File: config.mk
export PLATFORM = sky130hd
export DESIGN_NAME = typed_value_group_deframer_core
export DESIGN_NICKNAME = d
export VERILOG_FILES = /design/src/design/tvgd_pkg.sv /design/src/design/tvgd_parser.sv /design/src/design/typed_value_group_deframer_core.sv
export VERILOG_INCLUDE_DIRS = /design/src /design/src/design
export SDC_FILE = /design/constraint.sdc
export NUM_CORES = 1
export LEC_CHECK = 0
export BUFFER_PORTS_ARGS = -buffer_cell sky130_fd_sc_hd__buf_2
export CAP_MARGIN = 20
export CORE_ASPECT_RATIO = 1.4
export CORE_MARGIN = 2
export CORE_UTILIZATION = 60
export DETAILED_ROUTE_END_ITERATION = 12
export PLACE_DENSITY_LB_ADDON = 0.3
export SLEW_MARGIN = 20
export SYNTH_ARGS = -nofsm -noshare
export SYNTH_HDL_FRONTEND = slang
export SYNTH_SLANG_ARGS = --single-unit
File: constraint.sdc
create_clock -name i_clk -period 9.38 [get_ports i_clk]
set_input_delay 0.469 -clock i_clk [delete_from_list [all_inputs] [get_ports i_clk]]
set_output_delay 0.469 -clock i_clk [all_outputs]
set_load 0.01 [all_outputs]
File: src/design/typed_value_group_deframer_core_defines.svh
// Assertion macros shared by the deframer RTL files.
`ifndef TYPED_VALUE_GROUP_DEFRAMER_CORE_DEFINES_SVH
`define TYPED_VALUE_GROUP_DEFRAMER_CORE_DEFINES_SVH
`ifndef SYNTHESIS
// Check that the antecedent implies the consequent in the same cycle
`define TVGD_ASSERT_SAME(label, ante, cons) \
    label: assert property (@(posedge i_clk) disable iff (!i_rst_n) (ante) |-> (cons)) \
        else $error("tvgd: same-cycle check failed");
// Check that the antecedent implies the consequent in the next cycle
`define TVGD_ASSERT_NEXT(label, ante, cons) \
    label: assert property (@(posedge i_clk) disable iff (!i_rst_n) (ante) |=> (cons)) \
        else $error("tvgd: next-cycle check failed");
`else
`define TVGD_ASSERT_SAME(label, ante, cons)
`define TVGD_ASSERT_NEXT(label, ante, cons)
`endif
`endif

File: src/design/tvgd_pkg.sv
// Package: character codes, parser phases and the result record of the deframer.
package tvgd_pkg;

    localparam logic [7:0] MARK_CHAR  = 8'h25;  // '%'
    localparam logic [7:0] INT_CHAR   = 8'h64;  // 'd'
    localparam logic [7:0] FLOAT_CHAR = 8'h66;  // 'f'

    localparam int IN_TDATA_W  = 8;
    localparam int OUT_TDATA_W = 48;
    localparam int OUT_TUSER_W = 2;

    typedef enum logic [4:0] {
        PH_MARK  = 5'b00001,
        PH_HEAD  = 5'b00010,
        PH_TYPE  = 5'b00100,
        PH_WORDS = 5'b01000,
        PH_IDLE  = 5'b10000
    } t_phase;

    typedef struct packed {
        logic [31:0] word_value;
        logic        is_float;
        logic [7:0]  group_count;
        logic [7:0]  word_index;
        logic        last_in_group;
        logic        sequence_done;
    } t_result;

endpackage

File: src/design/tvgd_parser.sv
// Byte parser: group header decode, word assembly and result generation.
`include "typed_value_group_deframer_core_defines.svh"

module tvgd_parser (
    input  logic                  i_clk,
    input  logic                  i_rst_n,
    input  logic                  i_valid,
    input  logic [7:0]            i_data_byte,
    input  logic                  i_first_byte,
    output logic                  o_res_valid,
    output tvgd_pkg::t_result     o_res
);
    import tvgd_pkg::*;

    t_phase      r_phase,  n_phase;
    logic [7:0]  r_decl,   n_decl;
    logic [7:0]  r_seen,   n_seen;
    logic [1:0]  r_pos,    n_pos;
    logic [23:0] r_part,   n_part;
    logic        r_flt,    n_flt;

    logic        restart;
    t_phase      e_phase;
    logic [7:0]  e_decl;
    logic [7:0]  e_seen;
    logic [1:0]  e_pos;
    logic [23:0] e_part;
    logic        e_flt;
    logic        last;

    // Restart the parser on a flagged byte
    assign restart = i_valid && i_first_byte;
    assign e_phase = restart ? PH_MARK : r_phase;
    assign e_decl  = restart ? 8'd0    : r_decl;
    assign e_seen  = restart ? 8'd0    : r_seen;
    assign e_pos   = restart ? 2'd0    : r_pos;
    assign e_part  = restart ? 24'd0   : r_part;
    assign e_flt   = restart ? 1'b0    : r_flt;
    assign last    = ({1'b0, e_seen} + 9'd1) >= {1'b0, e_decl};

    // Advance the phase and build the result for one transfer
    always_comb begin
        n_phase     = r_phase;
        n_decl      = r_decl;
        n_seen      = r_seen;
        n_pos       = r_pos;
        n_part      = r_part;
        n_flt       = r_flt;
        o_res_valid = 1'b0;
        o_res       = '0;
        if (i_valid) begin
            n_phase = e_phase;
            n_decl  = e_decl;
            n_seen  = e_seen;
            n_pos   = e_pos;
            n_part  = e_part;
            n_flt   = e_flt;
            unique case (e_phase)
                PH_MARK: begin
                    if (i_data_byte == MARK_CHAR) begin
                        n_phase = PH_HEAD;
                    end else begin
                        o_res_valid         = 1'b1;
                        o_res.sequence_done = 1'b1;
                        n_phase             = PH_IDLE;
                    end
                end
                PH_HEAD: begin
                    if (i_data_byte == INT_CHAR || i_data_byte == FLOAT_CHAR) begin
                        n_decl  = 8'd1;
                        n_flt   = (i_data_byte != INT_CHAR);
                        n_seen  = 8'd0;
                        n_pos   = 2'd0;
                        n_part  = 24'd0;
                        n_phase = PH_WORDS;
                    end else begin
                        n_decl  = i_data_byte;
                        n_phase = PH_TYPE;
                    end
                end
                PH_TYPE: begin
                    n_flt   = (i_data_byte != INT_CHAR);
                    n_seen  = 8'd0;
                    n_pos   = 2'd0;
                    n_part  = 24'd0;
                    n_phase = (e_decl == 8'd0) ? PH_MARK : PH_WORDS;
                end
                PH_WORDS: begin
                    if (e_pos != 2'd3) begin
                        // Drop the byte into its lane of the partial word
                        unique case (e_pos)
                            2'd0:    n_part = e_part | {16'd0, i_data_byte};
                            2'd1:    n_part = e_part | {8'd0, i_data_byte, 8'd0};
                            default: n_part = e_part | {i_data_byte, 16'd0};
                        endcase
                        n_pos = e_pos + 2'd1;
                    end else begin
                        o_res_valid         = 1'b1;
                        o_res.word_value    = {i_data_byte, e_part};
                        o_res.is_float      = e_flt;
                        o_res.group_count   = e_decl;
                        o_res.word_index    = e_seen;
                        o_res.last_in_group = last;
                        n_seen              = e_seen + 8'd1;
                        n_pos               = 2'd0;
                        n_part              = 24'd0;
                        if (last) begin
                            n_phase = PH_MARK;
                        end
                    end
                end
                PH_IDLE: begin
                    n_phase = PH_IDLE;
                end
                default: begin
                    n_phase = PH_IDLE;
                end
            endcase
        end
    end

    // Hold the parser state
    always_ff @(posedge i_clk) begin
        if (!i_rst_n) begin
            r_phase <= PH_MARK;
            r_decl  <= 8'd0;
            r_seen  <= 8'd0;
            r_pos   <= 2'd0;
            r_part  <= 24'd0;
            r_flt   <= 1'b0;
        end else begin
            r_phase <= n_phase;
            r_decl  <= n_decl;
            r_seen  <= n_seen;
            r_pos   <= n_pos;
            r_part  <= n_part;
            r_flt   <= n_flt;
        end
    end

    `TVGD_ASSERT_SAME(a_words_nonempty, r_phase == PH_WORDS, r_decl != 8'd0)
    `TVGD_ASSERT_SAME(a_seen_below_decl, r_phase == PH_WORDS, r_seen < r_decl)
    `TVGD_ASSERT_SAME(a_pos_only_in_words, r_phase != PH_WORDS, r_pos == 2'd0)

endmodule

File: src/design/typed_value_group_deframer_core.sv
// Top level of the typed value group deframer: parser plus two-entry output stage.
//
//  channel | direction | tdata                                    | tuser              | tlast
//  s       | in        | [7:0] data_byte                          | [0] first_byte     | -
//  m       | out       | [31:0] word_value, [39:32] group_count,  | [0] is_float,      | last_in_group
//          |           | [47:40] word_index                       | [1] sequence_done  |
//
// One byte is taken per cycle while o_s_tready is high. The result that a byte
// completes is registered in the output stage. The parser state update is the only
// logic on the input path. A skid register behind the output register keeps
// o_s_tready a registered signal: it falls only when both output entries are full.
// Reset is synchronous on i_rst_n and returns the parser to waiting for a '%'.
`include "typed_value_group_deframer_core_defines.svh"

module typed_value_group_deframer_core (
    input  logic                              i_clk,
    input  logic                              i_rst_n,
    input  logic                              i_s_tvalid,
    output logic                              o_s_tready,
    input  logic [tvgd_pkg::IN_TDATA_W-1:0]   i_s_tdata,  // [7:0] data_byte
    input  logic                              i_s_tuser,  // [0] first_byte
    output logic                              o_m_tvalid,
    input  logic                              i_m_tready,
    output logic [tvgd_pkg::OUT_TDATA_W-1:0]  o_m_tdata,  // word_value, group_count, word_index
    output logic [tvgd_pkg::OUT_TUSER_W-1:0]  o_m_tuser,  // is_float, sequence_done
    output logic                              o_m_tlast
);
    import tvgd_pkg::*;

    logic    s_accept;
    logic    res_valid;
    t_result res;
    logic    push;
    logic    pop;

    logic    r_out_valid;
    t_result r_out;
    logic    r_skid_valid;
    t_result r_skid;

    assign o_s_tready = !r_skid_valid;
    assign s_accept   = i_s_tvalid && o_s_tready;

    tvgd_parser u_parser (
        .i_clk        (i_clk),
        .i_rst_n      (i_rst_n),
        .i_valid      (s_accept),
        .i_data_byte  (i_s_tdata),
        .i_first_byte (i_s_tuser),
        .o_res_valid  (res_valid),
        .o_res        (res)
    );

    assign push = res_valid;
    assign pop  = r_out_valid && i_m_tready;

    // Advance the output register and the skid entry
    always_ff @(posedge i_clk) begin
        if (!i_rst_n) begin
            r_out_valid  <= 1'b0;
            r_skid_valid <= 1'b0;
        end else if (r_skid_valid) begin
            if (pop) begin
                r_out_valid  <= 1'b1;
                r_skid_valid <= 1'b0;
            end
        end else if (push) begin
            if (!r_out_valid || pop) begin
                r_out_valid <= 1'b1;
            end else begin
                r_skid_valid <= 1'b1;
            end
        end else if (pop) begin
            r_out_valid <= 1'b0;
        end
    end

    // Move result payloads; no reset needed
    always_ff @(posedge i_clk) begin
        if (r_skid_valid) begin
            if (pop) begin
                r_out <= r_skid;
            end
        end else if (push) begin
            if (!r_out_valid || pop) begin
                r_out <= res;
            end else begin
                r_skid <= res;
            end
        end
    end

    assign o_m_tvalid = r_out_valid;
    assign o_m_tdata  = {r_out.word_index, r_out.group_count, r_out.word_value};
    assign o_m_tuser  = {r_out.sequence_done, r_out.is_float};
    assign o_m_tlast  = r_out.last_in_group;

    `TVGD_ASSERT_SAME(a_skid_behind_out, r_skid_valid, r_out_valid)
    `TVGD_ASSERT_NEXT(a_stall_fills_skid, r_out_valid && !i_m_tready && !r_skid_valid && push, r_skid_valid)
    `TVGD_ASSERT_NEXT(a_drain_empties, pop && !r_skid_valid && !push, !r_out_valid)

endmodule

==> reports/metrics.cfg, run 1 <==
[floorplan]
rows=45
die_w_um=93.7
boundaryPins=66
die_area_um2=12200
core-area_um2=10900
die_h_um=130
start_util_pct=61.9

[logic_synthesis]
ys_types=59
synthArstFlopShare_pct=0
synth_edf_count=102
syn_avg_cell_area_um2=11.5
ys_seq_area_share_pct=60.1
postSynthCellCount=590
netlist_area_um2=6760
synth_seq_cells=152
synthesis.nets=615
yosys_warnings=0
synth_ff_type=edfxtp_1

[timing]
drv_slew=0
max_slew_margin_pct=36.4
finalHoldViolCount=0
finalSetupTns_ps=0
finalCritPeriodShare_pct=44.6
setup_violations=0
tightest_slew_ps=954
rsz0062_at_grt=no
period_needed_ps=4180
fin_worst_skew_ps=9.61
fmax_mhz=239

[clock_tree]
post_cts_buffers=0
clock_path_buffers=2
cts_buffers=17
htree_num_levels=4
path_clk_slew_ps=60
root_buffer=clkbuf_16
cts_hold_buf=0
clock_sinks=152
clk_latency_ps=420
tritoncts=built
cts_resized=0

[pwr]
pwr-share-clk_pct=44.1
vdd_drop_max_uv=155
p_sw_mw=0.343
leakagePower_nw=3.12
p_comb_share_pct=6.0
p_int_mw=1.17
pwr-share-seq_pct=49.8
p_per_area_nw_per_um2=197
swShare_pct=22.7

[min_path]
hold-path-endpoint=r_skid_valid$_SDFF_PN0_
min_path_cells=2
holdCritStartpoint=i_m_tready
hp-class=input pin to flop

[flow_run]
maxCapViolCount=0

[detailed_routing]
drc=0
ant_nets=0
viasPerCell=6.17
wl_met3_um=1010
drt_iter0_drc=411
vias=4917
firstDrtPassIters=5
drt-total-wl_um=15600
wl_met1_um=6460
highest_layer=met4
met2_length_um=7780
wl_per_cell_um=19.6

[placed_design]
hpwl_um=10000
gp_congestion=0.846
io_buffer_count=65
dpl_cell_area_um2=7110

[setup_path]
path_buf_inv=3
cp_max_fo=58
slowest_delay_ps=610
crit_type=flop to flop
required_ps=9430
end_kind=flop
worstRegToRegCells=10
r2r_end=o_m_tdata[20]$_DFFE_PP_
cp_cell_sequence=buf_4 > nand3b_1 > nand2_1 > inv_1 > ha_1 > nand2_1 > nor2_2 > nor2_1 > a21oi_4 > buf_4
r2r-start=r_skid_valid$_SDFF_PN0_
cp.arrival_ps=4230
path_delay_family=simple AND/OR/NAND/NOR gates
crit_path_top_delay_cell=nand3b_1
cp-start-kind=flop
r2r_slack_ps=5200

[final_layout]
nNetsFinal=668
num_antenna_cells=0
syn2layout_area_growth_pct=13.6
layout_commonest_cell=edfxtp_1
drive_above_1_share_pct=18.3
most-common-layout-cells=102 x edfxtp_1, 65 x buf_2, 56 x nand2_1
stdcell_area_um2=7680

[grt]
grt_pass1_wl_um=25400
gr-usage-all-layers_pct=27.4
grt_max_degree=59
grt_overflow_total=0
antenna_found_initial=0
grt_pass1_vias=4841

[run_status]
outcome=completed

power groups by stage:
stage | combinational [mW] | sequential (mW) | clock (mW)
finish | 0.0916 | 0.754 | 0.668
global route | 0.0995 | 0.756 | 0.701
CTS | 0.0919 | 0.755 | 0.674
detailed placement | 0.0908 | 0.768 | 0
global placement | 0.0884 | 0.767 | 0
floorplan | 0.0413 | 0.780 | 0
per-layer routing:
layer,up-vias,track usage [%]
met4,0,9.21
met2,241,45.0
li1,2263,-
met1,2376,36.3
met3,37,5.87
met5,-,0
cell type report:
cell class	instances	area, um^2
repair buffers	69	355
multi-input cells	388	2460
inverters	15	56.3
fillers	786	3240
flip-flops and latches	152	4070
well taps	141	176
clock buffers	20	447
clock inverters	12	128
worst max-delay path by stage:
stage	start	end	slack, ps	depth (start not counted)
floorplan	i_s_tuser	o_m_tdata[0]$_DFFE_PP_	4280	12
global placement	r_skid_valid$_SDFF_PN0_	o_m_tdata[19]$_DFFE_PP_	5430	10
detailed placement	r_skid_valid$_SDFF_PN0_	o_m_tdata[15]$_DFFE_PP_	5240	10
CTS	r_skid_valid$_SDFF_PN0_	o_m_tdata[11]$_DFFE_PP_	5200	10
global route	r_skid_valid$_SDFF_PN0_	o_m_tdata[2]$_DFFE_PP_	4820	10
finish	r_skid_valid$_SDFF_PN0_	o_m_tdata[20]$_DFFE_PP_	5200	10
state kept, by name, indices dropped and copies added (netlist names):
name,cells
r_skid_valid,1
u_parser.r_part,24
o_m_tlast,1
u_parser.r_flt,1
o_m_tvalid,1
o_m_tuser,2
u_parser.r_pos,2
r_skid,51
u_parser.r_phase,5
o_m_tdata,48
u_parser.r_decl,8
u_parser.r_seen,8
cell usage after synthesis, types with 12 or more instances:
library cell	instances	area (um^2)
a31oi_1	18	113
inv_1	15	56.3
ha_1	12	150
dfxtp_1	50	1000
o31ai_1	23	173
nand2_1	56	210
nor2_1	51	191
clkbuf_1	19	71.3
o21ai_0	12	60.1
edfxtp_1	102	3060
nor3_1	13	65.1
a21o_1	52	390
and2_1	45	282
a21oi_1	21	105
metrics by stage:
step                      cells  power [mW]  hold WS (ps)  worst slack (ps)  util, %
after floorplan             590       0.821           422              4280        -
after global placement      765       0.856           445              5430     65.1
after detailed placement    765       0.859           464              5240     65.1
after CTS                   797        1.52           312              5200     70.3
after global routing        797        1.56           324              4820     70.3
final                       797        1.51           324              5200     70.3
kinds of logic (layout without fill, tap and decap cells):
| logic type | Yosys count | count (layout) | share of synthesized area, % |
|---|---|---|---|
| AND/OR/NAND/NOR | 213 | 213 | 16.6 |
| flip-flops | 152 | 152 | 60.1 |
| buffers and inverters | 50 | 116 | 3.88 |
| XOR/XNOR | 9 | 9 | 1.17 |
| AO/OA/AOI/OAI | 154 | 154 | 16.1 |
| adder cells (fa/ha/maj) | 12 | 12 | 2.22 |
No activity file was read; power rests on OpenSTA's default activity.
==> run 2: changes to the inputs <==
Settings changed: CORE_UTILIZATION 60 to 59.
Clock period 9.38 ns to 4.2 ns, I/O delays scaled along.
==> run 2 against run 1 <==
- cell count up 0.50%
- final area grew 1.1%
- worst setup slack worse by 4200 ps
- flip-flop and latch count unchanged
- hold slack got worse by 180 ps
- clock power up 140%
- core utilization fell by 1.5 points
- clock-buffer cell count fell by 1
- critical path depth shrank 3
- combinational power is 130% higher
==> reports/metrics.cfg, run 2 (synthesis results as in run 1) <==
[run_status]
outcome=completed

[setup_path]
cp_max_fo=57  ; -1.7%
end_kind=flop
crit_path_top_delay_cell=and2b_2
cp_cell_sequence=buf_4 > and2b_2 > nand2_1 > nor2_2 > nor2_1 > nor2b_4 > buf_12
path_delay_family=simple AND/OR/NAND/NOR gates
required_ps=4310  ; -5120 ps
crit_type=flop to flop
slowest_delay_ps=720  ; +110 ps
cp.arrival_ps=3300  ; -930 ps
cp-start-kind=flop
path_buf_inv=2  ; -1

[grt]
antenna_found_initial=0  ; unchanged
grt_overflow_total=0  ; unchanged
grt_max_degree=58  ; -1.7%
gr-usage-all-layers_pct=25.3  ; -2.1 points
grt_pass1_vias=4642  ; -4.1%
grt_pass1_wl_um=23600  ; -7.1%

[detailed_routing]
wl_per_cell_um=18.9  ; -3.8%
vias=4888  ; -0.59%
drt_iter0_drc=446  ; +8.5%
drc=0  ; unchanged
drt-total-wl_um=15100  ; -3.4%
ant_nets=0  ; unchanged
firstDrtPassIters=7  ; +2
viasPerCell=6.10  ; -1.1%

[timing]
max_slew_margin_pct=38.8  ; +2.4 points
tightest_slew_ps=918  ; -36.4 ps
finalSetupTns_ps=0  ; unchanged
finalHoldViolCount=0  ; unchanged
rsz0062_at_grt=no
finalCritPeriodShare_pct=75.9  ; +31 points
period_needed_ps=3190  ; -996 ps
hold_slack_ps=140  ; -185 ps
setup_violations=0  ; unchanged
drv_slew=0  ; unchanged
fmax_mhz=314  ; +31%
fin_worst_skew_ps=5.07  ; -4.54 ps

[final_layout]
top_register=r_skid
nNetsFinal=669  ; +0.15%
largest_register_ffs=51  ; unchanged
drive_above_1_share_pct=18.7  ; +0.43 points
layout_commonest_cell=edfxtp_1
nFillCells=848  ; +7.9%
num_antenna_cells=0  ; unchanged
most-common-layout-cells=102 x edfxtp_1, 65 x buf_2, 56 x nand2_1
syn2layout_area_growth_pct=14.8

[min_path]
hp-class=input pin to flop

[placed_design]
io_buffer_count=65  ; unchanged
gp_congestion=0.897  ; +6.1%
hpwl_um=9920  ; -1.3%

[clock_tree]
clock_sinks=152  ; unchanged
htree_num_levels=4  ; unchanged
root_buffer=clkbuf_16
cts_resized=0  ; unchanged
tritoncts=built
cts_hold_buf=0  ; unchanged
cts_buffers=17  ; unchanged
clk_latency_ps=420  ; about the same
clock_path_buffers=2  ; unchanged
post_cts_buffers=0  ; unchanged
path_clk_slew_ps=60  ; about the same

[floorplan]
rows=46  ; +2.2%
die_area_um2=12300  ; +1.6%
boundaryPins=66  ; unchanged
start_util_pct=60.0  ; -2.0 points
core-area_um2=11300  ; +3.3%
die_w_um=94.5  ; +0.81%
die_h_um=131  ; +0.82%

[pwr]
p_per_area_nw_per_um2=447  ; +130%
leakagePower_nw=3.15  ; +0.98%
vdd_drop_max_uv=284  ; +83%
power.total_mw=3.47  ; +130%

[flow_run]
maxCapViolCount=0  ; unchanged

[run 2: changes by cell type in the layout (fill, tap and decap cells not counted), sizes merged]
cell	before	now
bufinv	2	3
buf	69	70
clkbuf	20	19
[run 2: final timing paths]
check	from	end	slack [ps]	cells after the start
worst max-delay path	r_skid_valid$_SDFF_PN0_	r_skid[38]$_DFFE_PP_	1010	7
worst min-delay path	i_m_tready	r_skid_valid$_SDFF_PN0_	140	2
worst max register to register	r_skid_valid$_SDFF_PN0_	r_skid[38]$_DFFE_PP_	1010	7
worst min register to register	u_parser.r_pos[0]$_SDFFE_PN0N_	u_parser.r_pos[0]$_SDFFE_PN0N_	470	1
[run 2: where the power goes]
group | internal (mW) | total (mW) | switching [mW]
Clock | 0.972 | 1.58 | 0.608
Sequential | 1.66 | 1.68 | 0.0188
Combinational | 0.0664 | 0.208 | 0.142
[run 2: worst register-to-register path: stages, from the launching register on]
cell     delay (ps)
dfxtp_2         320
buf_4           300
and2b_2         720
nand2_1         420
nor2_2          210
nor2_1          130
nor2b_4         470
buf_12          280
[run 2: metrics by stage]
stage	util, %	cells	setup WS [ps]	cell area [um^2]
floorplan	-	590	366	6770
global placement	63.3	769	957	7150
detailed placement	63.3	769	837	7150
CTS	68.9	801	1050	7770
global route	68.9	801	831	7770
finish	68.9	801	1010	7770
[run 2: area by class of cell]
type	instances	area (um^2)	area share [%]
Sequential cell	152	4070	52.3
Multi-Input combinational cell	388	2460	31.6
Clock buffer	19	453	5.83
Timing Repair Buffer	70	388	4.99
Tap cell	144	180	2.32
Clock inverter	13	169	2.17
Inverter	15	56.3	0.725
[run 2: per-layer routing]
metal | GRT usage (%) | share of wire (%)
met5 | 0 | 0
met4 | 10.7 | 2.5
met3 | 4.99 | 5.6
met2 | 43.3 | 51
met1 | 31.5 | 41
